`config.mk`:
```
export PLATFORM = sky130hd
export DESIGN_NAME = fhm_csr
export DESIGN_NICKNAME = d
export VERILOG_FILES = /design/src/rtl/core/fhm_pkg.sv /design/src/rtl/core/fhm_csr.sv
export SDC_FILE = /design/constraint.sdc
export NUM_CORES = 1
export LEC_CHECK = 0
export ABC_AREA = 1
export ABC_CLOCK_PERIOD_IN_PS = 2800
export BUFFER_PORTS_ARGS = -buffer_cell sky130_fd_sc_hd__buf_4
export CAP_MARGIN = 20
export CORE_ASPECT_RATIO = 0.7
export CORE_MARGIN = 2
export CORE_UTILIZATION = 38
export DETAILED_ROUTE_END_ITERATION = 8
export PLACE_DENSITY_LB_ADDON = 0.12
export SLEW_MARGIN = 20
export SYNTH_ARGS = -nofsm -noshare
export SYNTH_HDL_FRONTEND = slang
export SYNTH_SLANG_ARGS = --single-unit
```
`constraint.sdc`:
```
create_clock -name clock -period 2.8 [get_ports clock]
set_clock_uncertainty 0.2 [all_clocks]
set_input_delay 0.28 -clock clock [delete_from_list [all_inputs] [get_ports clock]]
set_output_delay 0.28 -clock clock [all_outputs]
set_load 0.05 [all_outputs]
```
`src/rtl/core/fhm_pkg.sv`:
```
package fhm_pkg;

   // Defaults for the top-level parameters.
   localparam int LogDepthDefault = 64;
   localparam int MaxPartsDefault = 4;

   // Error codes at or above this count are rejected.
   localparam int ErrKinds = 8;

   localparam logic [23:0] ACTION_WORD_RESET = 24'h924924;

   // Request kinds.
   localparam logic [1:0] ACT_RAISE      = 2'd0;
   localparam logic [1:0] ACT_READ_EVENT = 2'd1;
   localparam logic [1:0] ACT_READ_STATS = 2'd2;

   // Result status codes.
   localparam logic [2:0] STS_OK     = 3'd0;
   localparam logic [2:0] STS_NOCFG  = 3'd1;
   localparam logic [2:0] STS_PARAM  = 3'd2;
   localparam logic [2:0] STS_ACCESS = 3'd3;
   localparam logic [2:0] STS_RANGE  = 3'd4;

   // Responses that are carried out.
   localparam logic [2:0] RESP_LOG  = 3'd0;
   localparam logic [2:0] RESP_IDLE = 3'd1;
   localparam logic [2:0] RESP_COLD = 3'd3;
   localparam logic [2:0] RESP_SAFE = 3'd4;

   // Configuration register indexes.
   localparam logic [3:0] CSR_CONFIGURED  = 4'd0;
   localparam logic [3:0] CSR_PART_COUNT  = 4'd1;
   localparam logic [3:0] CSR_MAINT_PART  = 4'd2;
   localparam logic [3:0] CSR_MODULE_WORD = 4'd3;
   localparam logic [3:0] CSR_PART0_WORD  = 4'd4;
   localparam logic [3:0] CSR_PART1_WORD  = 4'd5;
   localparam logic [3:0] CSR_PART2_WORD  = 4'd6;
   localparam logic [3:0] CSR_PART3_WORD  = 4'd7;

   typedef struct packed {
      logic [1:0]  action;
      logic        caller_is_kernel;
      logic [1:0]  caller_part;
      logic        target_is_module;
      logic [2:0]  target_part;
      logic [3:0]  err_code;
      logic [31:0] detail;
      logic [7:0]  event_index;
      logic [63:0] timestamp_us;
   } req_item_type;

   typedef struct packed {
      logic [2:0]  status;
      logic [63:0] event_time;
      logic        event_is_module;
      logic [2:0]  event_part;
      logic [3:0]  event_err;
      logic [2:0]  event_response;
      logic [31:0] event_detail;
      logic [6:0]  log_count;
      logic [31:0] lost_count;
      logic [2:0]  applied_response;
      logic        safe_state;
      logic [3:0]  safe_code;
   } rsp_item_type;

   typedef struct packed {
      logic             configured;
      logic [2:0]       partition_count;
      logic [1:0]       maintenance_partition;
      logic [23:0]      module_action_word;
      logic [3:0][23:0] part_action_word;
   } cfg_type;

   typedef struct packed {
      logic [63:0] time_us;
      logic        is_module;
      logic [1:0]  part;
      logic [3:0]  err;
      logic [2:0]  response;
      logic [31:0] detail;
   } log_entry_type;

   // Three bits per error code; codes past the top of the word read as zero.
   function automatic logic [2:0] lookup_response(input logic [23:0] word,
                                                   input logic [3:0] err);
      logic [5:0]  sh;
      logic [47:0] shifted;
      sh      = {2'b00, err} + {1'b0, err, 1'b0};
      shifted = {24'd0, word} >> sh;
      return shifted[2:0];
   endfunction

endpackage

```
`src/rtl/core/fhm_csr.sv`:
```
module fhm_csr (
   input  logic             clock,
   input  logic             reset,
   input  logic             csr_valid,
   output logic             csr_ready,
   input  logic [3:0]       csr_index,
   input  logic [23:0]      csr_wdata,
   output fhm_pkg::cfg_type cfg
);
   import fhm_pkg::*;

   cfg_type cfg_ff;
   cfg_type cfg_in;

   assign csr_ready = 1'b1;
   assign cfg       = cfg_ff;

   always_comb begin
      cfg_in = cfg_ff;
      if (csr_valid) begin
         case (csr_index)
            CSR_CONFIGURED:  cfg_in.configured = csr_wdata[0];
            CSR_PART_COUNT:  cfg_in.partition_count = csr_wdata[2:0];
            CSR_MAINT_PART:  cfg_in.maintenance_partition = csr_wdata[1:0];
            CSR_MODULE_WORD: cfg_in.module_action_word = csr_wdata;
            CSR_PART0_WORD:  cfg_in.part_action_word[0] = csr_wdata;
            CSR_PART1_WORD:  cfg_in.part_action_word[1] = csr_wdata;
            CSR_PART2_WORD:  cfg_in.part_action_word[2] = csr_wdata;
            CSR_PART3_WORD:  cfg_in.part_action_word[3] = csr_wdata;
            default:         cfg_in = cfg_ff;
         endcase
      end
   end

   always_ff @(posedge clock) begin
      if (reset) begin
         cfg_ff.configured            <= 1'b0;
         cfg_ff.partition_count       <= 3'd0;
         cfg_ff.maintenance_partition <= 2'd0;
         cfg_ff.module_action_word    <= ACTION_WORD_RESET;
         cfg_ff.part_action_word      <= {4{ACTION_WORD_RESET}};
      end else begin
         cfg_ff <= cfg_in;
      end
   end

endmodule

```
After elaboration in Yosys (flattened, before gate mapping) --
Cells that the tools add are included.
Word-level totals: register bits 126, latch bits 0, bits in writable memories 0, bits in read-only memories 0, input bits 31, output and inout bits 127, logic and storage cells 24, memories kept 0
Operators by class: add/subtract/negate cells 0, $mul 0, div/mod/pow operators 0, $lt $le $gt $ge 0, equal/unequal tests 7, shift operators 0, multiplexer cells 0, bitwise operators 0, reduce and logical (&&, ||, !) cells 9
Operator list (number):
- equality test 4 x 3 -> 1 bit (second input constant) | 4
- AND reduction 2 bit | 8
- equality test 4 x 2 -> 1 bit (second input constant) | 2
- equality test 4 x 1 -> 1 bit (second input constant) | 1
- logical NOT 4 bit | 1

Longest topological paths before layout --
Gate-level depths: netlist of run 1.
depth after elaboration 2, depth in mapped cells 7, mapped depth without buffers 6

Worst setup path after synthesis of run 1 --
OpenSTA, ideal clock, no wires.
path type in2reg, start input csr_valid, end register cfg_ff, in the netlist cfg[97], library setup time 114 ps, arrival 969 ps, data required time 2486 ps, slack 1517 ps, stages on the path 7, path buffers 2, cell sequence buf_4 nand3_2 nor2_4 buf_4 nand2_1 nand2_1 nor2_1
Between the ends: word-level cells in the longest chain between the ends 1
Ends and longest elaborated chain:
- from (decl) | line fhm_csr.sv:4 | input logic csr_valid,
- AND reduction 2 bit (no source line)
- to (signal assigned) | line fhm_csr.sv:43 | cfg_ff <= cfg_in;
- to (decl) | line fhm_csr.sv:12 | cfg_type cfg_ff;
No other way between the ends. A chain may end at the register's enable or synchronous reset.

Worst setup path after layout of run 1 --
start register cfg_ff, in the netlist cfg[102], end output cfg[102] (netlist name)
RTL lines:
- to (decl) | line fhm_csr.sv:8 | output fhm_pkg::cfg_type cfg
No word-level cell between the ends.

==> out/qor.csv, run 1 <==
metric,value,unit
crit_slowest_cell,dfxtp_1,
nNetsFinal,862,
min_period,1.49,ns
cts-root-buf,clkbuf_16,
synth_compound_area_frac,0,
rsz0062_at_grt,no,
slew_headroom,0.505,
rrSetupSlack,1.97,ns
power_density,673,nW/um2
vdd_drop_max,0.000421,V
port-buffer-count,156,
clkLatencyLatePin,0.41,ns
yosys.area_share.simple,0.407,
via_count,4639,
min-delay-start,csr_valid,
first_iter_violations,273,
fin_area,6680,um2
dpl_cell_area,6010,um2
synthCells,675,
timing.final.crit_share,0.533,
p_int,3.40,mW
grt_pass1_vias,4144,
path_cells,buf_4,
fin_tns_setup,0,ns
antenna_found_initial,0,
wirelength,13900,um
setup_viol,0,
cts.htree.levels,4,
timing.fmax,0.670,GHz
r2r-start,cfg[23],
report.final.slew_viol_count,0,
largest_reg_flops,126,
power.leakage,3.24,nW
antenna_cells,0,
min_delay_worst_endpoint,cfg[120],
final_layout_size_suffix_gt1_frac,0.235,
seq_area_frac_synth,0.531,
seq_power_share,0.413,
wire_per_inst,13.9,um
status,"complete, no violations",
die_w,138,um
crit_required,2.32,ns
cts_setup_buffers,0,
hpwl,9760,um
min_path_cells,4,
syn_area,4750,um2
crit_type,reg -> out,
layout_common_cells,"nand2_1 (256), nor2_1 (178), buf_4 (161)",
grt_usage,0.212,
cp.arrival,1.01,ns
ys_types,16,
cts_made_buffers,17,
num_io_pins,158,
start_util,0.387,
die_h,97.6,um
cp_max_fo,2,
grt_start_max_net_pins,73,
avgSynthCellArea,7.04,um2
rr_worst_depth,2,
coreArea,12300,um2
gp_congestion,0.818,
start_kind,flop,
worst_slew_pin_slew,0.742,ns
switching_share,0.244,
synth_nets,706,
drc,0,
rr_endpoint,cfg[23],
avgViaCountPerCell,4.62,
fillCellCount,1177,
yosysWarnings,0,
pwr-share-comb,0.100,
grt_pass1_wl,21400,um
synthMuxAreaShare,0,
fp.dieArea,13400,um2
cts_tree,built,
clk_pin_slew_worst_paths,0.05,ns
clock_power_share,0.487,
endpoint_kind,output pin,
ys_seq_elements,126,
synth_fa_ha_area_frac,0,
drv_cap,0,
cts_sinks,126,
area_growth,40.6,%
yosys.area_share.xor_xnor,0,
final-hold-violation-count,0,
p_switching,1.10,mW
final_common_cell,nand2_1,
critical_path_buf_inv_count,1,
hp-class,in -> reg,
drt-pass1-iter-count,5,
synth_top_family_by_area,simple AND/OR/NAND/NOR gates,
cp_slowest_stage_delay,0.38,ns
std_cell_rows,34,
path_depth,1,
cts_max_path_buffers,2,
ant_nets,0,
crit_family,flip-flops,
overflow,0,
logic make-up (layout without fill, tap and decap cells):
family | count (synthesis) | count (layout)
other | 1 | 1
buffers and inverters | 61 | 228
and+or+nand+nor | 487 | 487
DFF | 126 | 126
synthesized netlist by cell type (all sizes together):
master	number	area share
nand3	43	0.049
buf	32	0.039
nand2	256	0.20
nor2	183	0.15
inv	26	0.021
nand4	5	0.0066
conb	1	0.00079
dfxtp	126	0.53
clkbuf	3	0.0024
what timing repair did:
item | 4_1_cts | 5_1_grt
resized for setup | 0 | 0
hold endpoints to repair | 41 | 0
hold buffers | 9 | 0
per-stage QoR:
| stage | instances | power, mW | util | worst slack, ns | hold slack [ns] |
|---|---|---|---|---|---|
| after detailed placement | 965 | 2.34 | 0.489 | 0.932 | 0.244 |
| after floorplan | 675 | 2.18 | - | 1.52 | 0.206 |
| final | 1004 | 4.50 | 0.543 | 1.31 | 0.0692 |
| after global placement | 965 | 2.33 | 0.489 | 0.966 | 0.241 |
| after global routing | 1004 | 4.64 | 0.543 | 1.24 | 0.0699 |
| after CTS | 1004 | 4.52 | 0.543 | 1.32 | 0.0536 |
power groups by stage:
| stage | clock network, mW | logic [mW] | registers (mW) |
|---|---|---|---|
| floorplan | 0 | 0.148 | 2.03 |
| global placement | 0 | 0.436 | 1.89 |
| detailed placement | 0 | 0.441 | 1.89 |
| CTS | 2.21 | 0.451 | 1.86 |
| global route | 2.30 | 0.484 | 1.86 |
| finish | 2.19 | 0.450 | 1.86 |
per-layer routing:
| layer | track usage | share of wire | vias to the layer above |
|---|---|---|---|
| met1 | 0.307 | 0.48 | 2110 |
| met2 | 0.289 | 0.41 | 160 |
| met3 | 0.0704 | 0.091 | 20 |
| met5 | 0 | 0 | - |
| met4 | 0.0793 | 0.014 | 0 |
| li1 | - | - | 2349 |
area by class of cell:
type | count | area [um2] | area share
sequential | 126 | 2520 | 0.378
multi-input combinational | 488 | 1940 | 0.290
timing repair buffer | 172 | 1340 | 0.200
clock buffer | 22 | 464 | 0.0695
tap | 162 | 203 | 0.0303
clock inverter | 8 | 115 | 0.0172
inverter | 26 | 100 | 0.0150
worst max-delay path by stage:
stage / to / startpoint / slack, ns
2_1_floorplan: cfg[97] / csr_valid / 1.52
3_3_place_gp: cfg[107] / csr_index[3] / 0.97
3_5_place_dp: cfg[107] / csr_index[3] / 0.93
4_1_cts: cfg[99] / cfg[99] / 1.32
5_1_grt: cfg[25] / csr_index[3] / 1.24
6_report: cfg[102] / cfg[102] / 1.31
(Power assumes the default switching activity.)
==> inputs of run 2 (changes only) <==
--- a/config.mk
+++ b/config.mk
@@ -6,7 +6,7 @@
 export NUM_CORES = 1
 export LEC_CHECK = 0
 export ABC_AREA = 1
-export ABC_CLOCK_PERIOD_IN_PS = 2800
+export ABC_CLOCK_PERIOD_IN_PS = 1390
 export BUFFER_PORTS_ARGS = -buffer_cell sky130_fd_sc_hd__buf_4
 export CAP_MARGIN = 20
 export CORE_ASPECT_RATIO = 0.7
==> constraint.sdc (replaced) <==
create_clock -name clock -period 1.39 [get_ports clock]
set_clock_uncertainty 0.2 [all_clocks]
set_input_delay 0.139 -clock clock [delete_from_list [all_inputs] [get_ports clock]]
set_output_delay 0.139 -clock clock [all_outputs]
set_load 0.05 [all_outputs]
==> run 2 against run 1 <==
Compared with the run above: global-route usage rose by 0.097 points; first-iteration DRC count fell by 8.1%; sequential share of layout area decreased by 2.0 points; sequential power grew 100%; cell count grew 3.2%.
==> out/qor.csv, run 2 (synthesis results as in run 1) <==
metric,value,unit,change
status,"complete, no violations",,unchanged
cp_max_fo,10,,was 2
wire_per_inst,13.9,um,about the same
hp-class,in -> reg,,unchanged
cts.htree.levels,4,,unchanged
power.leakage,3.36,nW,was 3.24 nW
cts-root-buf,clkbuf_16,,unchanged
cts_tree,built,,unchanged
first_iter_violations,251,,was 273
antenna_cells,0,,unchanged
grt_pass1_wl,21700,um,was 21400 um
std_cell_rows,34,,unchanged
area_growth,48.3,%,was 40.6%
port-buffer-count,156,,unchanged
final-hold-violation-count,0,,unchanged
endpoint_kind,flop,,was output pin
r2r-start,cfg[125],,was cfg[23]
num_io_pins,158,,unchanged
grt_start_max_net_pins,42,,was 73
clk_pin_slew_worst_paths,0.06,ns,was 0.05 ns
seq_power_share,0.433,,was 0.413
rsz0062_at_grt,no,,unchanged
final_common_cell,nand2_1,,unchanged
crit_required,1.49,ns,was 2.32 ns
fp.dieArea,13400,um2,unchanged
min_period,1.34,ns,
hpwl,9890,um,was 9760 um
grt_usage,0.213,,was 0.212
die_w,138,um,unchanged
power,8.63,mW,was 4.50 mW
timing.final.crit_share,0.963,,
min-delay-start,csr_wdata[1],,was csr_valid
cp.arrival,1.44,ns,was 1.01 ns
nNetsFinal,893,,was 862
rrSetupSlack,0.57,ns,was 1.97 ns
drc,0,,unchanged
place_ws,0.0228,ns,was 0.932 ns
coreArea,12300,um2,unchanged
antenna_found_initial,0,,unchanged
via_count,4723,,was 4639
die_h,97.6,um,unchanged
setup_viol,0,,unchanged
switching_share,0.272,,was 0.244
timing.fmax,0.747,GHz,
layout_setup_ws,0.0517,ns,was 1.31 ns
vdd_drop_max,0.000841,V,was 0.000421 V
clock_power_share,0.453,,was 0.487
start_util,0.387,,unchanged
largest_reg_flops,126,,unchanged
cts_made_buffers,17,,unchanged
rr_worst_depth,4,,was 2
drt-pass1-iter-count,7,,was 5
report.final.slew_viol_count,0,,unchanged
layout_common_cells,"nand2_1 (255), nor2_1 (177), buf_4 (161)",,"was nand2_1 (256), nor2_1 (178), buf_4 (161)"
min_delay_worst_endpoint,cfg[49],,was cfg[120]
final_layout_size_suffix_gt1_frac,0.245,,was 0.235
p_int,6.29,mW,was 3.40 mW
fillCellCount,1174,,was 1177
overflow,0,,unchanged
cts_sinks,126,,unchanged
drv_cap,0,,unchanged
pwr-share-comb,0.114,,was 0.100
power_density,1220,nW/um2,was 673 nW/um2
ant_nets,0,,unchanged
grt_pass1_vias,4223,,was 4144
rr_endpoint,cfg[125],,was cfg[23]
p_switching,2.34,mW,was 1.10 mW
start_kind,primary input,,was flop
min_path_cells,5,,was 4
cts_max_path_buffers,2,,unchanged
wirelength,14400,um,was 13900 um
clkLatencyLatePin,0.40,ns,was 0.41 ns
avgViaCountPerCell,4.56,,was 4.62
crit_type,in -> reg,,was reg -> out
gp_congestion,0.816,,was 0.818
fin_tns_setup,0,ns,unchanged
[run 2: cell types whose count changed in the layout (fill, tap and decap cells not counted), sizes merged]
cell and delta:
clkinv +3, clkbuf -3, buf +8, bufinv -3
dlygate4sd3 +21, clkinvlp +6
[run 2: metrics by stage]
| step | utilization | instance area, um2 | cells | hold slack [ns] |
|---|---|---|---|---|
| after floorplan | - | 4750 | 675 | 0.0652 |
| after global placement | 0.499 | 6130 | 971 | 0.180 |
| after detailed placement | 0.499 | 6130 | 971 | 0.192 |
| after CTS | 0.566 | 6960 | 1032 | 0.00430 |
| after global routing | 0.573 | 7050 | 1036 | 0.0598 |
| final | 0.573 | 7050 | 1036 | 0.0109 |
[run 2: area by class of cell]
class,instances,area (um2),area share
Tap cell,162,203,0.0288
Sequential cell,126,2520,0.358
Timing Repair Buffer,203,1750,0.248
Clock inverter,14,100,0.0142
Inverter,26,100,0.0142
Clock buffer,17,425,0.0603
Multi-Input combinational cell,488,1950,0.276
[run 2: per-layer routing]
layer | wire, um | GRT usage | up-vias
met5 | 0 | 0 | -
met4 | 67 | 0.0706 | 0
met3 | 1300 | 0.0642 | 4
met2 | 6380 | 0.307 | 151
met1 | 6700 | 0.302 | 2142
li1 | - | - | 2426
[run 2: power groups by stage]
| stage | logic [mW] | registers, mW | clock network (mW) |
|---|---|---|---|
| after floorplan | 0.298 | 4.09 | 0 |
| after global placement | 0.897 | 3.81 | 0 |
| after detailed placement | 0.907 | 3.82 | 0 |
| after CTS | 0.970 | 3.74 | 3.98 |
| after global routing | 1.06 | 3.75 | 4.14 |
| final | 0.982 | 3.74 | 3.91 |
[run 2: worst max path at each step]
stage	slack, ns	start	cells after the start	end
2_1_floorplan	0.25	csr_valid	7	cfg[97]
3_3_place_gp	0.05	csr_index[3]	8	cfg[115]
3_5_place_dp	0.02	csr_index[3]	8	cfg[105]
4_1_cts	0.04	csr_wdata[0]	5	cfg[125]
5_1_grt	0.006	csr_index[1]	9	cfg[55]
6_report	0.05	csr_index[1]	9	cfg[63]
[run 2: what timing repair did]
action                                  4_1_cts  5_1_grt
gates resized for setup                       0        3
setup buffers                                 0        1
hold buffers                                 30        1
endpoints found under the hold margin       114        1
endpoints found under the setup margin        0       20
[run 2: worst max-delay path, stage by stage]
cell	delay (ns)
buf_4	0.11
dlygate4sd3_1	0.56
nand2_2	0.08
nor2_4	0.10
buf_12	0.13
clkbuf_16	0.15
nand2_1	0.05
nand2_1	0.07
nor2_1	0.04
==> inputs of run 3 (changes only) <==
--- a/config.mk
+++ b/config.mk
@@ -9,9 +9,12 @@
 export ABC_CLOCK_PERIOD_IN_PS = 1390
 export BUFFER_PORTS_ARGS = -buffer_cell sky130_fd_sc_hd__buf_4
 export CAP_MARGIN = 20
+export CELL_PAD_IN_SITES_DETAIL_PLACEMENT = 1
+export CELL_PAD_IN_SITES_GLOBAL_PLACEMENT = 1
 export CORE_ASPECT_RATIO = 0.7
 export CORE_MARGIN = 2
-export CORE_UTILIZATION = 38
+export CORE_UTILIZATION = 36
+export CTS_BUF_LIST = sky130_fd_sc_hd__clkbuf_8
 export DETAILED_ROUTE_END_ITERATION = 8
 export PLACE_DENSITY_LB_ADDON = 0.12
 export SLEW_MARGIN = 20
==> constraint.sdc (replaced) <==
create_clock -name clock -period 1.39 [get_ports clock]
set_clock_uncertainty 0.2 [all_clocks]
set_input_delay 0.139 -clock clock [delete_from_list [all_inputs] [get_ports clock]]
set_output_delay 0.139 -clock clock [all_outputs]
set_load 0.1 [all_outputs]
==> run 3 against run 2 <==
Compared with the run above: first-iteration DRC count decreased by 15%; register-to-register slack got worse by 0.05 ns; non-clock buffer count unchanged; die area increased by 5.4%; combinational power increased by 45%; flip-flop and latch count unchanged; fmax decreased by 2.3%; core utilization increased by 3.3 points; sequential power increased by 1%; critical path depth decreased by 8; via count increased by 4.6%; design area increased by 12%; critical path type is now reg -> out; largest power group is now sequential cells; highest routed layer unchanged.
==> out/qor.csv, run 3 (synthesis results as in run 1) <==
metric,value,unit,change
via_count,4938,,was 4723
power.leakage,3.64,nW,was 3.36 nW
first_iter_violations,213,,was 251
multiInputGateArea,1950,um2,about the same
endpoint_kind,output pin,,was flop
crit_slowest_cell,dfxtp_1,,was dlygate4sd3_1
min_delay_worst_endpoint,cfg[122],,was cfg[49]
area_growth,66.0,%,was 48.3%
grt_pass1_wl,26700,um,was 21700 um
grt_pass1_vias,5070,,was 4223
drv_cap,0,,unchanged
min_period,1.37,ns,was 1.34 ns
status,"complete, no violations",,unchanged
timing.fmax,0.730,GHz,was 0.747 GHz
fillCellCount,1500,,was 1174
grt_usage,0.246,,was 0.213
final_layout_size_suffix_gt1_frac,0.375,,was 0.245
start_util,0.365,,was 0.387
die_w,141,um,was 138 um
wirelength,17500,um,was 14400 um
cp_slowest_stage_delay,0.40,ns,was 0.56 ns
whs,0.0349,ns,was 0.0109 ns
path_cells,buf_12,,"was buf_4, dlygate4sd3_1, nand2_2, nor2_4, buf_12, clkbuf_16, nand2_1, nand2_1, nor2_1"
crit_family,flip-flops,,was buffers and inverters
num_io_pins,158,,unchanged
cts_max_path_buffers,2,,unchanged
avgViaCountPerCell,4.75,,was 4.56
hp-class,in -> reg,,unchanged
gp_congestion,0.802,,was 0.816
die_h,100,um,was 97.6 um
cp.arrival,1.03,ns,was 1.44 ns
r2r-start,cfg[125],,unchanged
rrSetupSlack,0.52,ns,was 0.57 ns
nNetsFinal,893,,unchanged
cts-root-buf,clkbuf_8,,was clkbuf_16
register_area,2670,um2,was 2520 um2
cts_tree,built,,unchanged
clk_pin_slew_worst_paths,0.08,ns,was 0.06 ns
largest_reg_flops,126,,unchanged
cts.htree.levels,4,,unchanged
min-delay-start,csr_index[3],,was csr_wdata[1]
grt_start_max_net_pins,45,,was 42
clkLatencyLatePin,0.43,ns,was 0.40 ns
crit_type,reg -> out,,was in -> reg
drc,0,,unchanged
power_density,1060,nW/um2,was 1220 nW/um2
cts_sinks,126,,unchanged
drt-pass1-iter-count,4,,was 7
report.final.slew_viol_count,0,,unchanged
std_cell_rows,35,,was 34
rr_worst_depth,4,,unchanged
critical_path_buf_inv_count,1,,was 4
timing.final.crit_share,0.985,,was 0.963
overflow,0,,unchanged
coreArea,13000,um2,was 12300 um2
cp_max_fo,2,,was 10
antenna_cells,0,,unchanged
final_common_cell,nand2_1,,unchanged
layout_common_cells,"nand2_1 (256), nor2_1 (176), dfxtp_2 (116)",,"was nand2_1 (255), nor2_1 (177), buf_4 (161)"
start_kind,flop,,was primary input
ant_nets,0,,unchanged
setup_viol,0,,unchanged
vdd_drop_max,0.000731,V,was 0.000841 V
crit_required,1.05,ns,was 1.49 ns
port-buffer-count,156,,unchanged
min_path_cells,6,,was 5
rr_endpoint,cfg[125],,unchanged
fp.dieArea,14200,um2,was 13400 um2
fin_tns_setup,0,ns,unchanged
wire_per_inst,16.9,um,was 13.9 um
hpwl,11400,um,was 9890 um
cts_made_buffers,17,,unchanged
final-hold-violation-count,0,,unchanged
antenna_found_initial,0,,unchanged
-- run 3: changes by cell type in the layout (fill, tap and decap cells not counted), moves of 18 or more --
cell	delta
buf_8	+20
dfxtp_1	-116
buf_12	+35
dfxtp_2	+116
clkbuf_16	-19
buf_6	+70
clkbuf_8	+18
buf_4	-125
-- run 3: power by group --
group / internal (mW) / leakage, nW / switching [mW]
clock network: 1.63 / 0.183 / 1.55
logic: 0.439 / 2.41 / 0.984
registers: 3.70 / 1.05 / 0.0739
total: 5.77 / 3.64 / 2.61
-- run 3: how the worst max path moves through the flow --
| stage | end | start | depth (start not counted) |
|---|---|---|---|
| 6_report | cfg[92] | cfg[92] | 1 |
| 4_1_cts | cfg[77] | cfg[77] | 1 |
| 2_1_floorplan | cfg[101] | cfg[101] | 2 |
| 3_5_place_dp | cfg[60] | csr_index[0] | 8 |
| 3_3_place_gp | cfg[114] | csr_index[3] | 8 |
| 5_1_grt | cfg[107] | cfg[107] | 1 |
-- run 3: stage by stage --
stage	power (mW)	instance area, um2	worst slack [ns]	utilization	std cells
floorplan	4.70	4860	0.0103	-	675
global placement	5.04	6280	0.0139	0.483	977
detailed placement	5.07	6280	-0.0361	0.483	977
CTS	8.40	7660	0.000369	0.589	1040
global route	8.69	7890	-0.0181	0.607	1040
finish	8.39	7890	0.0205	0.607	1040
-- run 3: metal layers --
metal | part of all wire | global-route usage | up-vias
met5 | 0 | 0 | -
met2 | 0.48 | 0.400 | 145
met4 | 0.019 | 0.0831 | 0
li1 | - | - | 2413
met1 | 0.43 | 0.320 | 2353
met3 | 0.071 | 0.0649 | 27
-- run 3: layout make-up --
| class | count | area share |
|---|---|---|
| repair buffers | 203 | 0.326 |
| well taps | 166 | 0.0263 |
| inverters | 26 | 0.0125 |
| clock inverters | 13 | 0.0181 |
| multi-input cells | 488 | 0.248 |
| flip-flops and latches | 126 | 0.338 |
| clock buffers | 18 | 0.0314 |
-- run 3: timing repair --
action                     in CTS  in global routing
hold buffers                   32                  1
pin swaps                       0                  0
resized for setup             178                 71
setup endpoints to repair     126                 49
buffers inserted                0                  0
hold endpoints to repair      122                  1
